===== config.mk =====
export PLATFORM = sky130hd
export DESIGN_NAME = intel_hex_record_writer_core
export DESIGN_NICKNAME = d
export VERILOG_FILES = /design/src/hw/rtl/ihexw_pkg.sv /design/src/hw/rtl/intel_hex_record_writer_core.sv /design/src/hw/rtl/ihexw_fifo.sv /design/src/hw/rtl/ihexw_front.sv /design/src/hw/rtl/ihexw_back.sv
export SDC_FILE = /design/constraint.sdc
export NUM_CORES = 1
export LEC_CHECK = 0
export BUFFER_PORTS_ARGS = -buffer_cell sky130_fd_sc_hd__buf_2
export CAP_MARGIN = 40
export CORE_AREA = 2 2 256 258
export CTS_BUF_LIST = sky130_fd_sc_hd__clkbuf_16
export CTS_CLUSTER_SIZE = 20
export DETAILED_ROUTE_END_ITERATION = 8
export DIE_AREA = 0 0 258 260
export MAX_ROUTING_LAYER = met4
export PLACE_DENSITY = 0.48
export SLEW_MARGIN = 20
export SYNTH_ARGS = -nofsm -noshare
export SYNTH_HDL_FRONTEND = slang
export SYNTH_SLANG_ARGS = --single-unit
export TNS_END_PERCENT = 10

===== constraint.sdc =====
create_clock -name clk -period 8.3 [get_ports clk]
set_input_delay 0.415 -clock clk [delete_from_list [all_inputs] [get_ports clk]]
set_output_delay 0.415 -clock clk [all_outputs]
set_load 0.02 [all_outputs]

===== src/hw/rtl/ihexw_pkg.sv =====
// Shared types, constants and helper functions of the Intel HEX record writer.
// No dependencies.
package ihexw_pkg;

    localparam int RECORD_BYTES = 16;
    localparam int FIFO_DEPTH   = 4;
    localparam int FIFO_AW      = $clog2(FIFO_DEPTH);

    localparam int CFG_IDX_W    = 2;
    localparam logic [CFG_IDX_W-1:0] REG_START_ADDRESS = 2'd0;
    localparam logic [CFG_IDX_W-1:0] REG_END_ADDRESS   = 2'd1;

    // character positions of the back-end sequencer
    localparam int POS_W = 5;
    localparam logic [POS_W-1:0] POS_HDR      = 5'd0;
    localparam logic [POS_W-1:0] POS_DATA     = 5'd9;
    localparam logic [POS_W-1:0] POS_DATA_LO  = 5'd10;
    localparam logic [POS_W-1:0] POS_SUM      = 5'd11;
    localparam logic [POS_W-1:0] POS_NEWLINE  = 5'd13;
    localparam logic [POS_W-1:0] POS_EOF      = 5'd14;
    localparam logic [POS_W-1:0] POS_EOF_LAST = 5'd25;

    localparam logic [7:0] CHAR_COLON   = 8'h3A;
    localparam logic [7:0] CHAR_ZERO    = 8'h30;
    localparam logic [7:0] CHAR_NEWLINE = 8'h0A;

    localparam logic [7:0] EOF_TEXT [12] = '{
        8'h3A, 8'h30, 8'h30, 8'h30, 8'h30, 8'h30,
        8'h30, 8'h30, 8'h31, 8'h46, 8'h46, 8'h0A
    };

    // one classified item on its way from front to back
    typedef struct packed {
        logic        hdr;
        logic [7:0]  len;
        logic [15:0] addr;
        logic [7:0]  data;
        logic        trl;
        logic [7:0]  chk;
        logic        eof;
    } entry_t;

    function automatic logic [7:0] hex_char(input logic [3:0] nib);
        logic [7:0] c;
        if (nib < 4'd10)
            c = 8'h30 + {4'd0, nib};
        else
            c = 8'h37 + {4'd0, nib};
        return c;
    endfunction

endpackage


===== src/hw/rtl/intel_hex_record_writer_core.sv =====
// Intel HEX record writer: turns the bytes of a memory range into record text.
// Top level; instantiates ihexw_front, ihexw_fifo and ihexw_back; uses ihexw_pkg.
//
// Bytes enter on push/full in address order; characters leave on empty/pop,
// one per cycle while pop is high; run_last marks a byte's last character.
// The cfg channel (cfg_valid/cfg_ready, cfg_index, cfg_data) sets the start
// (index 0) and inclusive end (index 1) addresses; either write restarts the
// dump. cfg_ready is always high; write only while no characters are pending.
// A byte taken into an empty queue goes to the queue memory, then its first
// character to the output register. Each byte yields 2 to 26 characters
// (about 2.75 on average for full 16-byte records); the single character
// output register, one character per cycle while pop is high, sets the rate.
// A four-deep queue lets bytes be taken while earlier ones are still being spelt out.
// Bytes outside the range (start above end, or after the EOF record) are
// accepted and dropped. Reset sets both addresses to 0 and clears all queued
// work. When pop stays low the character holds and full rises once the queue
// fills.
module intel_hex_record_writer_core (
    input  logic                             clk,
    input  logic                             rst_n,
    input  logic                             cfg_valid,
    output logic                             cfg_ready,
    input  logic [ihexw_pkg::CFG_IDX_W-1:0]  cfg_index,
    input  logic [15:0]                      cfg_data,
    input  logic                             push,
    output logic                             full,
    input  logic [7:0]                       data_byte,
    output logic                             empty,
    input  logic                             pop,
    output logic [7:0]                       text_char,
    output logic                             run_last
);

    ihexw_pkg::entry_t q_entry, q_head;
    logic              q_wr, q_rd, q_head_valid, q_full;

    assign cfg_ready = 1'b1;
    assign full      = q_full;

    ihexw_front u_front (
        .clk       (clk),
        .rst_n     (rst_n),
        .cfg_wr    (cfg_valid),
        .cfg_index (cfg_index),
        .cfg_data  (cfg_data),
        .take      (push && !q_full),
        .data_byte (data_byte),
        .q_wr      (q_wr),
        .q_entry   (q_entry)
    );

    ihexw_fifo u_fifo (
        .clk        (clk),
        .rst_n      (rst_n),
        .wr         (q_wr),
        .wr_entry   (q_entry),
        .full       (q_full),
        .rd         (q_rd),
        .head       (q_head),
        .head_valid (q_head_valid)
    );

    ihexw_back u_back (
        .clk        (clk),
        .rst_n      (rst_n),
        .head       (q_head),
        .head_valid (q_head_valid),
        .q_rd       (q_rd),
        .pop        (pop),
        .empty      (empty),
        .text_char  (text_char),
        .run_last   (run_last)
    );

endmodule


===== src/hw/rtl/ihexw_fifo.sv =====
// Short queue of classified items between front and back ends.
// Depends on ihexw_pkg.
module ihexw_fifo (
    input  logic             clk,
    input  logic             rst_n,
    input  logic             wr,
    input  ihexw_pkg::entry_t wr_entry,
    output logic             full,
    input  logic             rd,
    output ihexw_pkg::entry_t head,
    output logic             head_valid
);

    ihexw_pkg::entry_t               mem_reg [ihexw_pkg::FIFO_DEPTH];
    logic [ihexw_pkg::FIFO_AW-1:0]   wptr_reg, wptr_next;
    logic [ihexw_pkg::FIFO_AW-1:0]   rptr_reg, rptr_next;
    logic [ihexw_pkg::FIFO_AW:0]     count_reg, count_next;

    assign full       = (count_reg == (ihexw_pkg::FIFO_AW+1)'(ihexw_pkg::FIFO_DEPTH));
    assign head_valid = (count_reg != '0);
    assign head       = mem_reg[rptr_reg];

    always_comb
    begin
        wptr_next  = wptr_reg;
        rptr_next  = rptr_reg;
        count_next = count_reg;
        if (wr)
            wptr_next = wptr_reg + 1'b1;
        if (rd)
            rptr_next = rptr_reg + 1'b1;
        if (wr && !rd)
            count_next = count_reg + 1'b1;
        else if (rd && !wr)
            count_next = count_reg - 1'b1;
    end

    always_ff @(posedge clk or negedge rst_n)
    begin
        if (!rst_n)
        begin
            wptr_reg  <= '0;
            rptr_reg  <= '0;
            count_reg <= '0;
        end
        else
        begin
            wptr_reg  <= wptr_next;
            rptr_reg  <= rptr_next;
            count_reg <= count_next;
        end
    end

    always_ff @(posedge clk)
    begin
        if (wr)
            mem_reg[wptr_reg] <= wr_entry;
    end

endmodule


===== src/hw/rtl/ihexw_front.sv =====
// Front end: range registers, record bookkeeping and item classification.
// Depends on ihexw_pkg.
module ihexw_front (
    input  logic                             clk,
    input  logic                             rst_n,
    input  logic                             cfg_wr,
    input  logic [ihexw_pkg::CFG_IDX_W-1:0]  cfg_index,
    input  logic [15:0]                      cfg_data,
    input  logic                             take,
    input  logic [7:0]                       data_byte,
    output logic                             q_wr,
    output ihexw_pkg::entry_t                q_entry
);

    logic [15:0] start_reg, start_next;
    logic [15:0] end_reg, end_next;
    logic [15:0] addr_reg, addr_next;
    logic [16:0] remaining_reg, remaining_next;
    logic [7:0]  rec_len_reg, rec_len_next;
    logic [7:0]  rec_pos_reg, rec_pos_next;
    logic [7:0]  rec_sum_reg, rec_sum_next;

    logic        live, hdr, trl;
    logic [7:0]  len_new, len_cur, base, sum, pos_inc;

    assign live    = (remaining_reg != 17'd0);
    assign hdr     = (rec_pos_reg == 8'd0);
    assign len_new = (remaining_reg < 17'(ihexw_pkg::RECORD_BYTES)) ?
                     remaining_reg[7:0] : 8'(ihexw_pkg::RECORD_BYTES);
    assign len_cur = hdr ? len_new : rec_len_reg;
    assign base    = hdr ? (len_new + addr_reg[15:8] + addr_reg[7:0]) : rec_sum_reg;
    assign sum     = base + data_byte;
    assign pos_inc = rec_pos_reg + 8'd1;
    assign trl     = (pos_inc >= len_cur);

    assign q_wr          = take && live;
    assign q_entry.hdr   = hdr;
    assign q_entry.len   = len_cur;
    assign q_entry.addr  = addr_reg;
    assign q_entry.data  = data_byte;
    assign q_entry.trl   = trl;
    assign q_entry.chk   = 8'd0 - sum;
    assign q_entry.eof   = (remaining_reg == 17'd1);

    always_comb
    begin
        start_next     = start_reg;
        end_next       = end_reg;
        addr_next      = addr_reg;
        remaining_next = remaining_reg;
        rec_len_next   = rec_len_reg;
        rec_pos_next   = rec_pos_reg;
        rec_sum_next   = rec_sum_reg;

        if (cfg_wr)
        begin
            case (cfg_index)
                ihexw_pkg::REG_START_ADDRESS: start_next = cfg_data;
                ihexw_pkg::REG_END_ADDRESS:   end_next   = cfg_data;
                default: ;
            endcase
            // any write to a real register restarts the dump
            if (cfg_index == ihexw_pkg::REG_START_ADDRESS ||
                cfg_index == ihexw_pkg::REG_END_ADDRESS)
            begin
                addr_next      = start_next;
                remaining_next = (start_next > end_next) ? 17'd0 :
                                 ({1'b0, end_next} - {1'b0, start_next} + 17'd1);
                rec_len_next   = 8'd0;
                rec_pos_next   = 8'd0;
                rec_sum_next   = 8'd0;
            end
        end
        else if (q_wr)
        begin
            addr_next      = addr_reg + 16'd1;
            remaining_next = remaining_reg - 17'd1;
            rec_len_next   = len_cur;
            rec_pos_next   = trl ? 8'd0 : pos_inc;
            rec_sum_next   = trl ? 8'd0 : sum;
        end
    end

    always_ff @(posedge clk or negedge rst_n)
    begin
        if (!rst_n)
        begin
            start_reg     <= 16'd0;
            end_reg       <= 16'd0;
            addr_reg      <= 16'd0;
            remaining_reg <= 17'd1;
            rec_len_reg   <= 8'd0;
            rec_pos_reg   <= 8'd0;
            rec_sum_reg   <= 8'd0;
        end
        else
        begin
            start_reg     <= start_next;
            end_reg       <= end_next;
            addr_reg      <= addr_next;
            remaining_reg <= remaining_next;
            rec_len_reg   <= rec_len_next;
            rec_pos_reg   <= rec_pos_next;
            rec_sum_reg   <= rec_sum_next;
        end
    end

endmodule


===== src/hw/rtl/ihexw_back.sv =====
// Back end: walks the characters of the queue head into the output register,
// one per cycle while that register is empty or popped. Depends on ihexw_pkg.
module ihexw_back (
    input  logic              clk,
    input  logic              rst_n,
    input  ihexw_pkg::entry_t head,
    input  logic              head_valid,
    output logic              q_rd,
    input  logic              pop,
    output logic              empty,
    output logic [7:0]        text_char,
    output logic              run_last
);

    logic                         active_reg, active_next;
    logic [ihexw_pkg::POS_W-1:0]  pos_reg, pos_next;
    logic                         out_valid_reg, out_valid_next;
    logic [7:0]                   text_reg, text_next;
    logic                         last_reg, last_next;

    logic [ihexw_pkg::POS_W-1:0]  cur_pos, seq_pos;
    logic                         step, done;
    logic [7:0]                   chr;
    logic [3:0]                   eof_idx;

    assign cur_pos = active_reg ? pos_reg :
                     (head.hdr ? ihexw_pkg::POS_HDR : ihexw_pkg::POS_DATA);
    assign step    = head_valid && (!out_valid_reg || pop);
    assign eof_idx = 4'(cur_pos - ihexw_pkg::POS_EOF);

    // what follows the current position, or done
    always_comb
    begin
        seq_pos = cur_pos + 1'b1;
        done    = 1'b0;
        case (cur_pos)
            ihexw_pkg::POS_DATA_LO:
            begin
                if (head.trl)
                    seq_pos = ihexw_pkg::POS_SUM;
                else if (head.eof)
                    seq_pos = ihexw_pkg::POS_EOF;
                else
                    done = 1'b1;
            end
            ihexw_pkg::POS_NEWLINE:
            begin
                if (head.eof)
                    seq_pos = ihexw_pkg::POS_EOF;
                else
                    done = 1'b1;
            end
            ihexw_pkg::POS_EOF_LAST: done = 1'b1;
            default: ;
        endcase
    end

    always_comb
    begin
        case (cur_pos)
            5'd0:    chr = ihexw_pkg::CHAR_COLON;
            5'd1:    chr = ihexw_pkg::hex_char(head.len[7:4]);
            5'd2:    chr = ihexw_pkg::hex_char(head.len[3:0]);
            5'd3:    chr = ihexw_pkg::hex_char(head.addr[15:12]);
            5'd4:    chr = ihexw_pkg::hex_char(head.addr[11:8]);
            5'd5:    chr = ihexw_pkg::hex_char(head.addr[7:4]);
            5'd6:    chr = ihexw_pkg::hex_char(head.addr[3:0]);
            5'd7:    chr = ihexw_pkg::CHAR_ZERO;
            5'd8:    chr = ihexw_pkg::CHAR_ZERO;
            5'd9:    chr = ihexw_pkg::hex_char(head.data[7:4]);
            5'd10:   chr = ihexw_pkg::hex_char(head.data[3:0]);
            5'd11:   chr = ihexw_pkg::hex_char(head.chk[7:4]);
            5'd12:   chr = ihexw_pkg::hex_char(head.chk[3:0]);
            5'd13:   chr = ihexw_pkg::CHAR_NEWLINE;
            default: chr = (cur_pos <= ihexw_pkg::POS_EOF_LAST) ?
                           ihexw_pkg::EOF_TEXT[eof_idx] : ihexw_pkg::CHAR_NEWLINE;
        endcase
    end

    always_comb
    begin
        active_next    = active_reg;
        pos_next       = pos_reg;
        out_valid_next = out_valid_reg;
        text_next      = text_reg;
        last_next      = last_reg;
        q_rd           = 1'b0;
        if (step)
        begin
            out_valid_next = 1'b1;
            text_next      = chr;
            last_next      = done;
            active_next    = !done;
            pos_next       = seq_pos;
            q_rd           = done;
        end
        else if (pop)
            out_valid_next = 1'b0;
    end

    always_ff @(posedge clk or negedge rst_n)
    begin
        if (!rst_n)
        begin
            active_reg    <= 1'b0;
            pos_reg       <= '0;
            out_valid_reg <= 1'b0;
        end
        else
        begin
            active_reg    <= active_next;
            pos_reg       <= pos_next;
            out_valid_reg <= out_valid_next;
        end
    end

    always_ff @(posedge clk)
    begin
        text_reg <= text_next;
        last_reg <= last_next;
    end

    assign empty     = !out_valid_reg;
    assign text_char = text_reg;
    assign run_last  = last_reg;

endmodule


==> impl_metrics.env, run 1 <==
export IMPL_clk_path_buf_depth=3
export IMPL_largest_reg_flops=172
export IMPL_dp_slack_ns=3.17
export IMPL_crit_chain="nor3_1 -> nand4_1 -> nor2_1 -> nand2_1 -> fa_1 -> inv_1 -> ha_1 -> fa_1 -> xnor2_1 -> o21ai_0 -> ha_1 -> nand2_1 -> o21ai_0 -> a21oi_1 -> or2_2 -> nor2_1 -> and3b_1 -> xor2_1"
export IMPL_vias=11100
export IMPL_grt_overflow_total=0
export IMPL_die_w_um=258
export IMPL_fp_row_count=93
export IMPL_hold_viol=0
export IMPL_antenna_found_initial=1
export IMPL_critPathCaptureType="flip-flop"
export IMPL_route_met3_wl_um=1620
export IMPL_setup_viol=0
export IMPL_cts_root_buf="clkbuf_16"
export IMPL_ys_flop_type="edfxtp_1"
export IMPL_fin_crit_ns=5.23
export IMPL_arrival_ns=5.57
export IMPL_setup_ws_ns=3.07
export IMPL_drtPass1Iterations=5
export IMPL_start_util_pct=24.9
export IMPL_synthCells=1414
export IMPL_yosysSeqAreaShare_pct=50.0
export IMPL_synth_top_area_cell="edfxtp_1"
export IMPL_leakagePower_nw=7.16
export IMPL_ir_drop_mv=0.137
export IMPL_start_kind="flip-flop"
export IMPL_nNetsFinal=1599
export IMPL_status="finished clean"
export IMPL_finalClockSkew_ns=0.0378
export IMPL_cts_clk_slew_worst_paths_ns=0.06
export IMPL_synth_top_cell_area_share_pct=33.9
export IMPL_die_area_mm2=0.0671
export IMPL_htreeDepth=2
export IMPL_highest_layer="met4"
export IMPL_setup_tns_final_ns=0
export IMPL_max_freq_ghz=0.191
export IMPL_p_per_area_mw_per_mm2=402
export IMPL_crit_fanout=6
export IMPL_syn_to_final_growth_pct=14.9
export IMPL_cts_made_buffers=36
export IMPL_grt_max_degree=71
export IMPL_hold_ws_ns=0.0714
export IMPL_synthArstFlopShare_pct=36.4
export IMPL_die_h_um=260
export IMPL_drive_gt1_share_pct=11.8
export IMPL_grt_usage_pct=13.3
export IMPL_rsz0062_at_grt="no"
export IMPL_ys_ff_latch=283
export IMPL_crit_path_max_incr_delay_ns=0.54
export IMPL_syn_mean_instance_area_um2=11.3
export IMPL_drc=0
export IMPL_drt_initial_drc_count=731
export IMPL_wl_met1_um=19800
export IMPL_boundaryPins=43
export IMPL_ant_nets=0
export IMPL_vias_per_cell=4.72
export IMPL_io_buffers=40
export IMPL_slew_limit_headroom_pct=47.1
export IMPL_yosys_warnings=0
export IMPL_dp_hpwl_um=29800
export IMPL_cts_sinks=283
export IMPL_core_area_mm2=0.0641
export IMPL_yosys_top_cells_area="edfxtp_1, dfrtp_1, ha_1"
export IMPL_synth_area_mm2=0.0160
export IMPL_routedWlPerCell_um=18.2
export IMPL_tritoncts="built"
export IMPL_drt_wl_total_um=42700
export IMPL_post_cts_resized=0
export IMPL_crit_required_ns=8.63
export IMPL_worst_skew_pair_late_latency_ns=0.55
export IMPL_crit_type="reg -> reg"
export IMPL_fillCellCount=6632
export IMPL_cpMaxStageDelayCell="nor3_1"
export IMPL_grt_pass1_vias=11600
export IMPL_cap_violations=0
export IMPL_synth_enable_flop_cells=180
export IMPL_ys_types=82
export IMPL_gp_congestion=0.845
export IMPL_final_period_utilization_pct=63.0
export IMPL_dr_wl_met2_um=20300
export IMPL_hp_class="in -> reg"
export IMPL_worst_pin_slew_ns=0.792
export IMPL_slew_violations=0
export IMPL_grt_pass1_wl_um=67300
## layout make-up
type	count	area [um2]	share of cell area, %
multi-input combinational	964	7310	39.9
sequential	283	7990	43.5
tap	855	1070	5.83
clock inverter	26	195	1.06
timing repair buffer	61	399	2.18
clock buffer	38	951	5.18
antenna	2	5.00	0.0273
inverter	114	428	2.33
## path summary, 6_finish.rpt
kind | start | slack, ns | endpoint | depth (start not counted)
worst min-delay path | pop | 0.07 | u_back.out_valid_reg | 2
worst min register to register | u_front.start_reg[1] | 0.48 | u_front.start_reg[1] | 1
min in group asynchronous | rst_n | 0.47 | u_fifo.wptr_reg[0] | 2
max in group asynchronous | rst_n | 6.81 | u_front.remaining_reg[0] | 4
worst max-delay path | u_front.remaining_reg[11] | 3.07 | u_fifo.mem_reg[0][8] | 18
worst max register to register | u_front.remaining_reg[11] | 3.07 | u_fifo.mem_reg[0][8] | 18
## worst max-delay path, delay by kind of cell (launching register included)
family | cells | cell delay, ns
and+or+nand+nor | 8 | 2.08
buffers and inverters | 1 | 0.04
adders and majority gates | 4 | 1.50
DFF | 1 | 0.40
AOI/OAI and AO/OA | 3 | 0.58
xor gates and xnor gates | 2 | 0.45
## routing by layer
| layer | up-vias | track usage [%] |
|---|---|---|
| li1 | 5304 | - |
| met1 | 5505 | 17.1 |
| met2 | 194 | 21.7 |
| met3 | 62 | 2.04 |
| met4 | 0 | 4.05 |
| met5 | - | - |
## where the power goes
| part | switching, W | internal (W) |
|---|---|---|
| clock network | 0.000625 | 0.000894 |
| logic | 0.00216 | 0.00130 |
| registers | 0.000270 | 0.00212 |
| total | 0.00306 | 0.00432 |
## metrics by stage
step	area (um2)	total power [W]	cells	util (%)
after floorplan	16000	0.00483	1416	-
after global placement	17100	0.00582	2270	26.7
after detailed placement	17200	0.00589	2274	26.8
after CTS	18300	0.00745	2339	28.6
after global routing	18300	0.00794	2342	28.6
final	18300	0.00738	2343	28.6
## cells in the final DEF, fill, tap and decap left out, types with 9 or more instances in the layout
cell	netlist	routed
a211oi_1	13	13
a21o_1	13	13
a21oi_1	106	106
a22o_1	11	11
a22oi_1	10	10
a31oi_1	12	12
and2_1	17	13
and3_1	12	12
buf_2	5	40
buf_4	5	16
clkbuf_16	0	38
dfrtp_1	102	100
edfxtp_1	180	180
fa_1	11	11
ha_1	97	97
inv_1	112	118
mux2i_1	42	42
mux4_1	9	9
mux4_2	34	34
nand2_1	106	106
nand2b_1	9	9
nand3_1	42	42
nand4_1	14	14
nor2_1	109	107
nor3_1	28	28
o211ai_1	9	9
o21a_1	11	11
o21ai_0	68	67
xnor2_1	38	38
xor2_1	21	21
## timing repair
action	in CTS	in global routing
hold endpoints to repair	48	0
hold buffers	1	0
setup buffers	0	0
## kinds of logic after synthesis
group	count (synthesis)	synth area share, %
simple gates	379	11.2
compound gates	323	12.9
flops	283	50.0
buf+inv	169	4.32
fa+ha+maj	108	8.98
mux	91	9.40
xor+xnor	59	3.24
other cells	2	0.0470
## synth_stat cells (5+ instances only)
library cell,instances
a211o_1,5
a211oi_1,13
a21o_1,13
a21oi_1,106
a22o_1,11
a22oi_1,10
a31oi_1,12
and2_1,17
and3_1,12
buf_2,5
buf_4,5
clkbuf_1,37
dfrtp_1,102
edfxtp_1,180
fa_1,11
ha_1,97
inv_1,112
mux2_2,5
mux2i_1,42
mux4_1,9
mux4_2,34
nand2_1,106
nand2b_1,9
nand3_1,42
nand4_1,14
nor2_1,109
nor2b_1,9
nor3_1,28
nor4_1,5
o211ai_1,9
o21a_1,11
o21ai_0,68
o21ai_1,5
o21bai_1,5
o22ai_1,8
o31ai_1,5
or3_1,7
xnor2_1,38
xor2_1,21
(Power assumes the default switching activity.)
==> run 2, diff against run 1 <==
- clock period: 8.3 -> 5.5 ns (I/O delays scaled with it)
==> run 2 against run 1 <==
- core utilization grew 0.29 points
- combinational power grew 51%
- power grew 52%
- die area is the same
- critical path type unchanged
- critical endpoint unchanged
- largest cell class unchanged
- highest routed layer unchanged
==> impl_metrics.env, run 2 (synthesis results as in run 1) <==
export IMPL_p_int_w=0.00665
export IMPL_grt_usage_pct=13.2
export IMPL_ant_nets=0
export IMPL_grt_pass1_wl_um=66800
export IMPL_cts_clk_slew_worst_paths_ns=0.06
export IMPL_crit_type="reg -> reg"
export IMPL_grt_overflow_total=0
export IMPL_cap_violations=0
export IMPL_p_sw_w=0.00459
export IMPL_max_freq_ghz=0.202
export IMPL_hp_class="in -> reg"
export IMPL_drt_wl_total_um=42700
export IMPL_worst_pin_slew_ns=0.808
export IMPL_gp_congestion=0.879
export IMPL_cpMaxStageDelayCell="fa_1"
export IMPL_largest_reg_flops=172
export IMPL_setup_viol=0
export IMPL_final_period_utilization_pct=89.9
export IMPL_die_w_um=258
export IMPL_fin_crit_ns=4.95
export IMPL_tritoncts="built"
export IMPL_htreeDepth=2
export IMPL_pwr_share_clk_pct=21.3
export IMPL_die_h_um=260
export IMPL_power_frac_comb_pct=46.6
export IMPL_drive_gt1_share_pct=12.2
export IMPL_cts_root_buf="clkbuf_16"
export IMPL_place_inst=2284
export IMPL_fp_row_count=93
export IMPL_final_cell_mix="edfxtp_1, inv_1, nor2_1"
export IMPL_io_buffers=40
export IMPL_clk_path_buf_depth=3
export IMPL_slew_violations=0
export IMPL_core_area_mm2=0.0641
export IMPL_p_per_area_mw_per_mm2=606
export IMPL_ir_drop_mv=0.190
export IMPL_antenna_found_initial=2
export IMPL_p_sw_share_pct=40.8
export IMPL_start_util_pct=24.9
export IMPL_rsz0062_at_grt="no"
export IMPL_timing_rr_end="u_fifo.mem_reg[0][8]"
export IMPL_grt_pass1_vias=11400
export IMPL_finalClockSkew_ns=0.0266
export IMPL_hp_start="data_byte[2]"
export IMPL_crit_path_max_incr_delay_ns=0.50
export IMPL_drc=0
export IMPL_r2r_cells=18
export IMPL_crit_chain="nor2_1 -> nand4_1 -> nor2_1 -> nand2_1 -> fa_1 -> inv_1 -> ha_1 -> fa_1 -> xnor2_1 -> o21ai_0 -> ha_1 -> nand2_1 -> o21ai_0 -> a21oi_1 -> or2_2 -> nor2_1 -> and3b_1 -> xor2_1"
export IMPL_crit_fanout=6
export IMPL_vias=11100
export IMPL_crit_end="u_fifo.mem_reg[0][8]"
export IMPL_die_area_mm2=0.0671
export IMPL_rrSetupSlack_ns=0.55
export IMPL_start_kind="flip-flop"
export IMPL_final_cells=2355
export IMPL_cts_sinks=283
export IMPL_hold_viol=0
export IMPL_grt_max_degree=65
export IMPL_layout_commonest_cell="edfxtp_1"
export IMPL_hold_ws_ns=0.0508
export IMPL_dp_hpwl_um=31100
export IMPL_cts_made_buffers=36
export IMPL_leakagePower_nw=7.25
export IMPL_worst_skew_pair_late_latency_ns=0.56
export IMPL_boundaryPins=43
export IMPL_status="finished clean"
export IMPL_power_share_sequential_pct=32.1
export IMPL_critPathCaptureType="flip-flop"
export IMPL_nNetsFinal=1612
export IMPL_timing_rr_start="u_front.remaining_reg[9]"
export IMPL_syn_to_final_growth_pct=16.1
export IMPL_drt_initial_drc_count=783
export IMPL_setup_tns_final_ns=0
export IMPL_crit_required_ns=5.85
export IMPL_vias_per_cell=4.70
export IMPL_crit_path_frequent_cell="nor2_1"
export IMPL_arrival_ns=5.29
export IMPL_drtPass1Iterations=7
export IMPL_slew_limit_headroom_pct=46.0
export IMPL_startpoint="u_front.remaining_reg[9]"
export IMPL_routedWlPerCell_um=18.1
==> run 2: changes by cell type in the layout (fill, tap and decap cells not counted), sizes merged <==
cell / change
dlygate4sd3: +4
clkinvlp: -1
bufinv: +3
inv: -2
diode: -1
clkbuf: -2
buf: +9
clkinv: +2
==> run 2: through the flow <==
| stage | setup WS, ns | power [W] | cell area (um2) | utilization, % |
|---|---|---|---|---|
| after floorplan | 1.13 | 0.00729 | 16000 | - |
| after global placement | 0.682 | 0.00879 | 17200 | 26.8 |
| after detailed placement | 0.561 | 0.00893 | 17300 | 26.9 |
| after CTS | 0.582 | 0.0114 | 18500 | 28.9 |
| after global routing | 0.216 | 0.0121 | 18500 | 28.9 |
| final | 0.554 | 0.0112 | 18500 | 28.9 |
==> run 2: what timing repair did <==
action                                 4_1_cts  5_1_grt
endpoints found under the hold margin       63        0
hold buffers                                 5        0
resized for setup                            0        0
buffers inserted                             0        0
==> run 2: critical path: cells and delay by family, from the launching register on <==
family          cells  cell delay, ns
compound gates      3            0.57
xor+xnor            2            0.44
fa+ha+maj           4            1.49
buf+inv             1            0.04
flops               1            0.40
simple gates        8            1.80
==> run 2: layout make-up <==
class	count	area, um2
Multi-Input combinational cell	964	7310
Timing Repair Buffer	74	543
Clock inverter	28	288
Fill cell	6572	45600
Clock buffer	36	901
Inverter	114	428
Antenna cell	1	2.50
Tap cell	855	1070
Sequential cell	283	7990
==> run 2: power groups by stage <==
stage | clock [W] | combinational, W | sequential (W)
3_3_place_gp | 0 | 0.00516 | 0.00363
5_1_grt | 0.00255 | 0.00585 | 0.00368
4_1_cts | 0.00246 | 0.00531 | 0.00361
6_report | 0.00239 | 0.00524 | 0.00361
2_1_floorplan | 0 | 0.00379 | 0.00350
3_5_place_dp | 0 | 0.00528 | 0.00365
==> run 2: worst min-delay path by stage <==
stage | endpoint | cells past startpoint
2_1_floorplan | u_back.active_reg | 0
3_3_place_gp | u_fifo.count_reg[2] | 1
3_5_place_dp | u_fifo.count_reg[0] | 1
4_1_cts | u_fifo.mem_reg[0][14] | 1
5_1_grt | u_fifo.mem_reg[3][14] | 1
6_report | u_fifo.mem_reg[1][12] | 1
==> run 2: per-layer routing <==
| metal | routed length (um) | track usage, % |
|---|---|---|
| met1 | 19700 | 16.8 |
| met5 | 0 | - |
| met2 | 20100 | 21.4 |
| met4 | 1020 | 4.25 |
| met3 | 1870 | 2.32 |
